`config.mk`:
```
export PLATFORM = sky130hd
export DESIGN_NAME = counter_set_max_tracker
export DESIGN_NICKNAME = d
export VERILOG_FILES = /design/src/rtl/core/csmt_pkg.sv /design/src/rtl/core/counter_set_max_tracker.sv
export VERILOG_INCLUDE_DIRS = /design/src /design/src/rtl/core
export SDC_FILE = /design/constraint.sdc
export NUM_CORES = 1
export LEC_CHECK = 0
export ABC_AREA = 1
export BUFFER_PORTS_ARGS = -buffer_cell sky130_fd_sc_hd__buf_2
export CAP_MARGIN = 0
export CORE_MARGIN = 2
export CORE_UTILIZATION = 52
export CTS_BUF_LIST = sky130_fd_sc_hd__clkbuf_16
export DETAILED_ROUTE_END_ITERATION = 16
export GPL_TIMING_DRIVEN = 0
export PLACE_DENSITY_LB_ADDON = 0.15
export SLEW_MARGIN = 40
export SYNTH_ARGS = -nofsm -noshare
export SYNTH_HDL_FRONTEND = slang
export SYNTH_SLANG_ARGS = --single-unit
```
`constraint.sdc`:
```
create_clock -name i_clk -period 2.5 [get_ports i_clk]
set_input_delay 0.625 -clock i_clk [delete_from_list [all_inputs] [get_ports i_clk]]
set_output_delay 0.625 -clock i_clk [all_outputs]
set_load 0.02 [all_outputs]
```
`src/rtl/core/assert_macros.svh`:
```
// Assertion macros for the RTL of the counter set block.
`ifndef ASSERT_MACROS_SVH
`define ASSERT_MACROS_SVH

// Checks that the condition holds in the same cycle as the trigger.
`define ASSERT_IMP(label, clk, rst_n, trig, cond) \
    label: assert property (@(posedge clk) disable iff (!(rst_n)) (trig) |-> (cond)) \
        else $error("assertion failed: same-cycle implication");

// Checks that the condition holds in the cycle after the trigger.
`define ASSERT_NXT(label, clk, rst_n, trig, cond) \
    label: assert property (@(posedge clk) disable iff (!(rst_n)) (trig) |=> (cond)) \
        else $error("assertion failed: next-cycle implication");

`endif

```
`src/rtl/core/csmt_pkg.sv`:
```
// Package with the types and constants of the counter set max tracker.
`default_nettype none

package csmt_pkg;

    localparam int NUM_COUNTERS_DEF = 16;
    localparam int COUNT_BITS_DEF   = 16;

    localparam int FUNC_W  = 2;
    localparam int INDEX_W = 4;
    localparam int VALUE_W = 16;
    localparam int POP_W   = 5;

    typedef enum logic [FUNC_W-1:0] {
        FUNC_INC = 2'd0,
        FUNC_DEC = 2'd1,
        FUNC_CLR = 2'd2,
        FUNC_QRY = 2'd3
    } t_func;

    typedef enum logic [2:0] {
        ST_CLEAR,
        ST_IDLE,
        ST_READ,
        ST_MOD,
        ST_SCAN,
        ST_LAST,
        ST_FINISH
    } t_state;

endpackage

`default_nettype wire

```
`src/rtl/core/counter_set_max_tracker.sv`:
```
// Counter bank with running maximum and population, built around one scan comparator.
//
//   Channel   Signals                               Direction
//   request   i_valid, o_ready, i_func,              in
//             i_counter_index
//   result    o_valid, i_ready, o_counter_value,     out
//             o_max_count, o_num_at_max
//
// An in-range request goes through ST_READ, ST_MOD, ST_SCAN and ST_LAST to ST_FINISH, which loads
// the output register; the next request is taken only back in ST_IDLE. The steps are one memory
// read, one update write, then one counter read per cycle through the shared compare unit,
// which rebuilds the maximum and its population.
// A request whose index lies beyond the bank goes from ST_IDLE straight to ST_FINISH, loads its
// result there and reports the stored maximum.
// After reset a clearing pass writes zero to every counter; o_ready stays low until it ends.
// The result waits in an output register; a stall there holds the next request in its last
// cycle until the register frees up.
`default_nettype none

`include "assert_macros.svh"

module counter_set_max_tracker #(
    parameter int NUM_COUNTERS = csmt_pkg::NUM_COUNTERS_DEF,
    parameter int COUNT_BITS   = csmt_pkg::COUNT_BITS_DEF
) (
    input  wire logic                           i_clk,
    input  wire logic                           i_rst_n,
    input  wire logic                           i_valid,
    output logic                                o_ready,
    input  wire logic [csmt_pkg::FUNC_W-1:0]    i_func,
    input  wire logic [csmt_pkg::INDEX_W-1:0]   i_counter_index,
    output logic                                o_valid,
    input  wire logic                           i_ready,
    output logic [csmt_pkg::VALUE_W-1:0]        o_counter_value,
    output logic [csmt_pkg::VALUE_W-1:0]        o_max_count,
    output logic [csmt_pkg::POP_W-1:0]          o_num_at_max
);

    localparam int AW = $clog2(NUM_COUNTERS);
    localparam int PW = $clog2(NUM_COUNTERS + 1);
    localparam logic [AW-1:0] LAST_ADDR = AW'(NUM_COUNTERS - 1);
    localparam logic [COUNT_BITS-1:0] CNT_TOP = {COUNT_BITS{1'b1}};

    csmt_pkg::t_state r_state, n_state;

    logic [COUNT_BITS-1:0] r_mem [NUM_COUNTERS];
    logic [COUNT_BITS-1:0] r_rdata;

    csmt_pkg::t_func       r_func;
    logic [AW-1:0]         r_idx;
    logic [AW-1:0]         r_addr;
    logic [COUNT_BITS-1:0] r_value;
    logic [COUNT_BITS-1:0] r_smax;
    logic [PW-1:0]         r_spop;
    logic                  r_sv;
    logic [COUNT_BITS-1:0] r_max;
    logic [PW-1:0]         r_pop;

    logic                          r_o_valid;
    logic [csmt_pkg::VALUE_W-1:0]  r_o_value;
    logic [csmt_pkg::VALUE_W-1:0]  r_o_max;
    logic [csmt_pkg::POP_W-1:0]    r_o_pop;

    logic                  accept;
    logic                  in_range;
    logic                  out_free;
    logic                  out_load;
    logic                  mem_we;
    logic [AW-1:0]         mem_waddr;
    logic [COUNT_BITS-1:0] mem_wdata;
    logic [AW-1:0]         mem_raddr;
    logic [COUNT_BITS-1:0] new_val;
    logic                  addr_last;

    assign o_ready         = (r_state == csmt_pkg::ST_IDLE);
    assign accept          = i_valid && o_ready;
    assign in_range        = (32'(i_counter_index) < 32'(NUM_COUNTERS));
    assign out_free        = !r_o_valid || i_ready;
    assign addr_last       = (r_addr == LAST_ADDR);
    assign o_valid         = r_o_valid;
    assign o_counter_value = r_o_value;
    assign o_max_count     = r_o_max;
    assign o_num_at_max    = r_o_pop;

    always_comb begin
        case (r_func)
            csmt_pkg::FUNC_INC: new_val = (r_rdata != CNT_TOP) ? r_rdata + 1'b1 : r_rdata;
            csmt_pkg::FUNC_DEC: new_val = (r_rdata != '0) ? r_rdata - 1'b1 : r_rdata;
            csmt_pkg::FUNC_CLR: new_val = '0;
            default:            new_val = r_rdata;
        endcase
    end

    always_comb begin
        n_state   = r_state;
        out_load  = 1'b0;
        mem_we    = 1'b0;
        mem_waddr = r_idx;
        mem_wdata = new_val;
        mem_raddr = r_idx;
        case (r_state)
            csmt_pkg::ST_CLEAR: begin
                mem_we    = 1'b1;
                mem_waddr = r_addr;
                mem_wdata = '0;
                if (addr_last) begin
                    n_state = csmt_pkg::ST_IDLE;
                end
            end
            csmt_pkg::ST_IDLE: begin
                if (accept) begin
                    n_state = in_range ? csmt_pkg::ST_READ : csmt_pkg::ST_FINISH;
                end
            end
            csmt_pkg::ST_READ: begin
                n_state = csmt_pkg::ST_MOD;
            end
            csmt_pkg::ST_MOD: begin
                mem_we  = 1'b1;
                n_state = csmt_pkg::ST_SCAN;
            end
            csmt_pkg::ST_SCAN: begin
                mem_raddr = r_addr;
                if (addr_last) begin
                    n_state = csmt_pkg::ST_LAST;
                end
            end
            csmt_pkg::ST_LAST: begin
                n_state = csmt_pkg::ST_FINISH;
            end
            csmt_pkg::ST_FINISH: begin
                if (out_free) begin
                    out_load = 1'b1;
                    n_state  = csmt_pkg::ST_IDLE;
                end
            end
            default: begin
                n_state = csmt_pkg::ST_IDLE;
            end
        endcase
    end

    always_ff @(posedge i_clk) begin
        if (mem_we) begin
            r_mem[mem_waddr] <= mem_wdata;
        end
        r_rdata <= r_mem[mem_raddr];
    end

    always_ff @(posedge i_clk) begin
        if (!i_rst_n) begin
            r_state   <= csmt_pkg::ST_CLEAR;
            r_addr    <= '0;
            r_sv      <= 1'b0;
            r_o_valid <= 1'b0;
            r_max     <= '0;
            r_pop     <= PW'(NUM_COUNTERS);
        end else begin
            r_state <= n_state;
            r_sv    <= (r_state == csmt_pkg::ST_SCAN);
            if (out_load) begin
                r_o_valid <= 1'b1;
                r_max     <= r_smax;
                r_pop     <= r_spop;
            end else if (i_ready) begin
                r_o_valid <= 1'b0;
            end
            case (r_state)
                csmt_pkg::ST_CLEAR,
                csmt_pkg::ST_SCAN: begin
                    r_addr <= addr_last ? '0 : r_addr + 1'b1;
                end
                csmt_pkg::ST_MOD: begin
                    r_addr <= '0;
                end
                default: begin
                end
            endcase
        end
    end

    always_ff @(posedge i_clk) begin
        if (accept) begin
            r_func  <= csmt_pkg::t_func'(i_func);
            r_idx   <= AW'(i_counter_index);
            r_value <= '0;
            r_smax  <= r_max;
            r_spop  <= r_pop;
        end
        if (r_state == csmt_pkg::ST_MOD) begin
            r_value <= new_val;
            r_smax  <= '0;
            r_spop  <= '0;
        end
        if (r_sv) begin
            if (r_rdata > r_smax) begin
                r_smax <= r_rdata;
                r_spop <= PW'(1);
            end else if (r_rdata == r_smax) begin
                r_spop <= r_spop + 1'b1;
            end
        end
        if (out_load) begin
            r_o_value <= csmt_pkg::VALUE_W'(r_value);
            r_o_max   <= csmt_pkg::VALUE_W'(r_smax);
            r_o_pop   <= csmt_pkg::POP_W'(r_spop);
        end
    end

    // The population of the maximum is never zero and never exceeds the bank size.
    `ASSERT_IMP(a_pop_range, i_clk, i_rst_n, r_state == csmt_pkg::ST_IDLE,
        r_pop != '0 && r_pop <= PW'(NUM_COUNTERS))
    // The last scan read is followed by its compare in ST_LAST, the state after the scan.
    `ASSERT_NXT(a_scan_tail, i_clk, i_rst_n, r_state == csmt_pkg::ST_SCAN && addr_last,
        r_state == csmt_pkg::ST_LAST && r_sv)
    // A loaded result carries the maximum that the block keeps for the next request.
    `ASSERT_NXT(a_max_kept, i_clk, i_rst_n, out_load,
        o_valid && o_max_count == csmt_pkg::VALUE_W'(r_max))

endmodule

`default_nettype wire

```
-- After elaboration in Yosys (flattened, before gate mapping)
Memories as Yosys holds them, arrays and structs flattened. A register that Yosys moved wholly into a read port is not among the register bits.
Index checks and enable logic that the tools add are counted.
- add/sub/neg operators: 4
- muxes and demuxes: 31
- reductions and logical operators: 12
- equality and inequality tests: 15
- $lt $le $gt $ge: 1
- operators with widths (cell ; number):
    $mux 16 ; 9
    $pmux 16 s3 ; 1
    $mux 5 ; 5
    $pmux 3 s7 ; 1
    $add 16x1->16 const B ; 1
    $eq 16x16->1 ; 1
    $gt 16x16->1 ; 1
    $ne 16x16->1 const B ; 1
    $reduce_bool 16->1 ; 1
    $sub 16x1->16 const B ; 1
    $mux 3 ; 4
    $mux 4 ; 3
    $eq 3x3->1 const B ; 3
    $pmux 4 s2 ; 1
    $mux 1 ; 7
    $eq 3x2->1 const B ; 2
    $ne 2x2->1 const B ; 3
    $reduce_bool 2->1 ; 3
    $add 5x1->5 const B ; 1
    $add 4x1->4 const B ; 1
    $eq 4x4->1 const B ; 1
    $reduce_and 4->1 ; 1
    $reduce_or 2->1 ; 2
    $eq 3x1->1 const B ; 1
    other kinds (8) ; 8
- logic and storage cells: 78
- bits in writable memories: 256
- input bits: 10
- bits in registers: 110
- output and inout bits: 39
- memories: 1
- memory list (name ; depth ; bits a word ; read ports ; clocked after Yosys merged registers in ; write ports ; line ; text):
    r_mem ; 16 ; 16 ; 1 ; 1 ; 1 ; counter_set_max_tracker.sv:46 ; logic [COUNT_BITS-1:0] r_mem [NUM_COUNTERS];

-- Logic depth before layout (Yosys ltp)
- depth after elaboration: 7
- gate-level depth with buffers: 16
- gate-level depth less buffers: 15

-- Least setup slack after synthesis
OpenSTA, ideal clock, no wires.
- kind: input to register
- from: input i_ready
- to: register r_o_value, in the netlist o_counter_value[0] (enable)
- stages: 3
- required time: 2.084 ns
- setup time: 0.416 ns
- path slack: -0.035 ns
- path buffers: 1
- arrival: 2.119 ns
- path through: nor2_1 > nor2_1 > clkbuf_1
- word-level cells in the longest chain between the ends: 3
- RTL lines (what ; line ; text):
    from (decl) ; counter_set_max_tracker.sv:33 ; input wire logic i_ready,
    $logic_or 1x1->1 ; counter_set_max_tracker.sv:78 ; assign out_free = !r_o_valid || i_ready;
    $mux 1 ; counter_set_max_tracker.sv:132 ; if (out_free) begin
    $mux 1 ; counter_set_max_tracker.sv:101 ; case (r_state)
    named net out_load ; counter_set_max_tracker.sv:67 ; logic out_load;
    to (signal assigned) ; counter_set_max_tracker.sv:204 ; r_o_value <= csmt_pkg::VALUE_W'(r_value);
    to (decl) ; counter_set_max_tracker.sv:60 ; logic [csmt_pkg::VALUE_W-1:0] r_o_value;
The timed path passes the listed nets, and every way through them passes these cells.
A chain may end at the register's enable or synchronous reset.

-- Final worst setup path
- from: register r_rdata[1], read port of r_mem
- to: memory r_mem[3][10] (netlist bit) (data pin)
- word-level cells in the longest chain between the ends: 4
- RTL lines (what ; line ; text):
    from (decl) ; counter_set_max_tracker.sv:47 ; logic [COUNT_BITS-1:0] r_rdata;
    $sub 16x1->16 (tied with other cells) ; counter_set_max_tracker.sv:88 ; csmt_pkg::FUNC_DEC: new_val = (r_rdata != '0) ? r_rdata - 1'b1 : r_rdata;
    $mux 16 (on tied branches) ; counter_set_max_tracker.sv:88, counter_set_max_tracker.sv:87 ;
    $pmux 16 s3 (*) ; counter_set_max_tracker.sv:86 ; case (r_func)
    $mux 16 (*) ; counter_set_max_tracker.sv:101 ;
    named net mem_wdata[10] ; counter_set_max_tracker.sv:70 ; logic [COUNT_BITS-1:0] mem_wdata;
    to (decl) ; counter_set_max_tracker.sv:46 ;
Mark *: on every way through the listed nets, which the timed path passes. The rest lies on a longest branch.

==> reports/results.ini <==
[die]
rows = 67
core_um2 = 33360
start_util_pct = 52.49
fp.dieW_um = 187.5
pin_count = 49
die_h_um = 187.5
die_area_um2 = 35160

[pwr]
ir_drop_mv = 0.6042
p_per_area_nw_per_um2 = 653.1
finalPower_mw = 13.58
p_leak_nw = 9.338

[worst_setup_path]
end_kind = flip-flop
crit_chain = inv_1 > ha_4 > nand2_1 > nor2_2 > nand2_2 > clkbuf_4 > nand4_1 > nand3_1 > nand2_1 > clkinvlp_4 > buf_12
worst_path_largest_cell_delay_ns = 0.39
cp.depth = 11
r2r_cells = 11
timing.critical_path.buf_inv = 4
cp.arrival_ns = 2.77
reg2reg_from = r_rdata[1]$_DFF_P_
r2r-end = r_mem[3][10]$_DFFE_PP_
crit_fanout = 16
start_kind = flip-flop
crit_top_cell = nand2_1
critPathSlowestCell = dfxtp_4
r2r_setup_slack_ns = 0.04
critPathKind = flip-flop to flip-flop
critical-path-top-delay-family = simple AND/OR/NAND/NOR gates
cp_data_required_time_ns = 2.80

[synthesis]
async_flop_share_pct = 0
synth-seq-area-share_pct = 61.67
synth_edf_count = 315
postSynthAreaPerCell_um2 = 9.160
ys.flop_type = edfxtp_1
synth_nets = 1942
ys.warnings.count = 0
ys_types = 29
ys_seq_elements = 382
synthesis.area_um2 = 17510
netlist_instances = 1912

[timing]
drv_slew = 0
fin_skew_ns = 0.01426
max_freq_ghz = 0.4059
layout_setup_ws_ns = 0.03643
final-setup-viol-count = 0
worst_pin_slew_ns = 0.6098
finalHoldViolations = 0
fin_crit_ns = 2.464
hold_ws_ns = 0.2311
slew_headroom_pct = 59.35
period_share_pct = 98.54

[clocking]
ctsHoldBuffers = 0
cts.sinks = 382
clk_pin_slew_ns = 0.06
cts_root_buf = clkbuf_16
clockBufferDepth = 3
numCtsBuffers = 42
clk_latency_ns = 0.56
cts_tree = done
htree_levels = 2

[routing]
first_iter_violations = 1202
route.vias.total = 13210
drc = 0
avgRoutedWirePerCell_um = 19.04
detail-route-antenna-nets = 0
vias_per_cell = 5.230
first_pass_iters = 8
finalWirelength_mm = 48.07

[place]
pre_cts_ws_ns = -0.7335
dp_cells = 2411
place_hpwl_mm = 32.48
place_congestion = 0.9574
port_buffers = 48

[layout]
multi_input_area_um2 = 5136
final_cells = 2525
diodes = 0
syn_to_final_growth_pct = 18.75
drive_above_1_share_pct = 14.20
final_cell_mix = 472 x nand2_1, 384 x inv_1, 315 x edfxtp_1
fin_nets = 2076
mostFrequentLayoutCell = nand2_1
ff_latch_area_um2 = 10810
fillers = 2793

[hold_path]
min_path_cells = 1
hp-start = i_counter_index[3]
hold_end = r_idx[3]$_DFFE_PP_
hp-class = primary input to flip-flop

[job]
maxCapViolCount = 0

[global_routing]
grt_pass1_vias = 12310
grt_pass1_wl_mm = 72.36
grt_max_degree = 47
antenna_found_initial = 0
grt_overflow = 0
track_usage_pct = 27.65

[status]
status = complete, no violations

==> worst max path at each step <==
stage                                 start                      to  slack (ns)
floorplan           r_state[1]$_SDFFE_PN0P_  r_mem[15][0]$_DFFE_PP_       -0.02
global placement    r_state[1]$_SDFFE_PN0P_   r_mem[4][9]$_DFFE_PP_       -1.20
detailed placement  r_state[1]$_SDFFE_PN0P_   r_mem[4][9]$_DFFE_PP_       -0.73
CTS                      r_rdata[0]$_DFF_P_  r_mem[13][1]$_DFFE_PP_      -0.006
global route            r_rdata[15]$_DFF_P_      r_smax[13]$_DFF_P_      -0.009
finish                   r_rdata[1]$_DFF_P_  r_mem[3][10]$_DFFE_PP_        0.04
==> area by class of cell <==
| class | instances | share of cell area (%) |
|---|---|---|
| Buffer | 78 | 2.016 |
| Clock buffer | 45 | 5.415 |
| Clock inverter | 30 | 1.336 |
| Inverter | 395 | 7.376 |
| Multi-Input combinational cell | 1057 | 24.70 |
| Sequential cell | 382 | 51.98 |
| Tap cell | 448 | 2.695 |
| Timing Repair Buffer | 90 | 4.488 |
==> Yosys cell counts (2+ instances only) <==
master | count | share of area [%]
clkbuf_1 | 22 | 0.47
a211oi_1 | 2 | 0.086
nand3_2 | 3 | 0.17
nand3_1 | 308 | 8.8
nor2_1 | 92 | 2.0
inv_1 | 393 | 8.4
a21oi_1 | 34 | 0.97
o21ai_2 | 2 | 0.10
o21ai_0 | 70 | 2.0
o21ai_4 | 2 | 0.19
edfxtp_1 | 315 | 54
buf_6 | 2 | 0.13
ha_1 | 20 | 1.4
buf_2 | 54 | 1.5
xor2_1 | 9 | 0.45
nand2_2 | 3 | 0.11
nand2_1 | 482 | 10
clkinv_1 | 2 | 0.043
nand4_1 | 20 | 0.71
nor2_2 | 2 | 0.071
dfxtp_1 | 67 | 7.7
==> stage by stage <==
stage / TNS [ns] / util, % / area (um2)
after floorplan: -2.247 / - / 17510
after CTS: -0.03509 / 61.85 / 20640
after detailed placement: -280.74 / 55.42 / 18490
after global placement: -420.17 / 54.89 / 18320
final: 0 / 62.33 / 20800
after global routing: -0.04511 / 62.33 / 20800
==> power by group <==
part / switching [mW] / internal [mW]
logic: 0.232 / 0.112
clock network: 2.51 / 3.76
registers: 0.0387 / 6.92
==> logic make-up (layout without fill, tap and decap cells) <==
logic type	count (synthesis)	count (layout)	share of synthesized area, %
flip-flops	382	382	61.67
AO/OA/AOI/OAI	115	115	3.544
buffers and inverters	473	638	10.61
AND/OR/NAND/NOR	913	913	22.30
XOR/XNOR	9	9	0.4501
adder cells (fa/ha/maj)	20	20	1.429
==> repair_timing <==
item | in CTS | in global routing
setup endpoints to repair | 521 | 513
gates resized for setup | 43 | 42
setup buffers | 35 | 4
pin swaps | 16 | 2
==> registers in the layout (all words and copies together) (netlist names) <==
register / count
r_spop: 5
o_valid: 1
r_max: 16
o_max_count: 16
r_func: 2
r_sv: 1
r_rdata: 16
r_value: 16
r_pop: 5
r_addr: 4
o_num_at_max: 5
r_smax: 16
r_state: 3
r_mem: 256
r_idx: 4
o_counter_value: 16
==> routing by layer <==
layer | wire length, um | up-vias | global-route usage (%)
li1 | - | 6422 | -
met1 | 20080 | 6112 | 37.26
met2 | 22170 | 522 | 44.17
met3 | 3303 | 149 | 3.593
met4 | 2524 | 0 | 14.35
met5 | 0 | - | 0
Power figures use the tool's default switching activity.
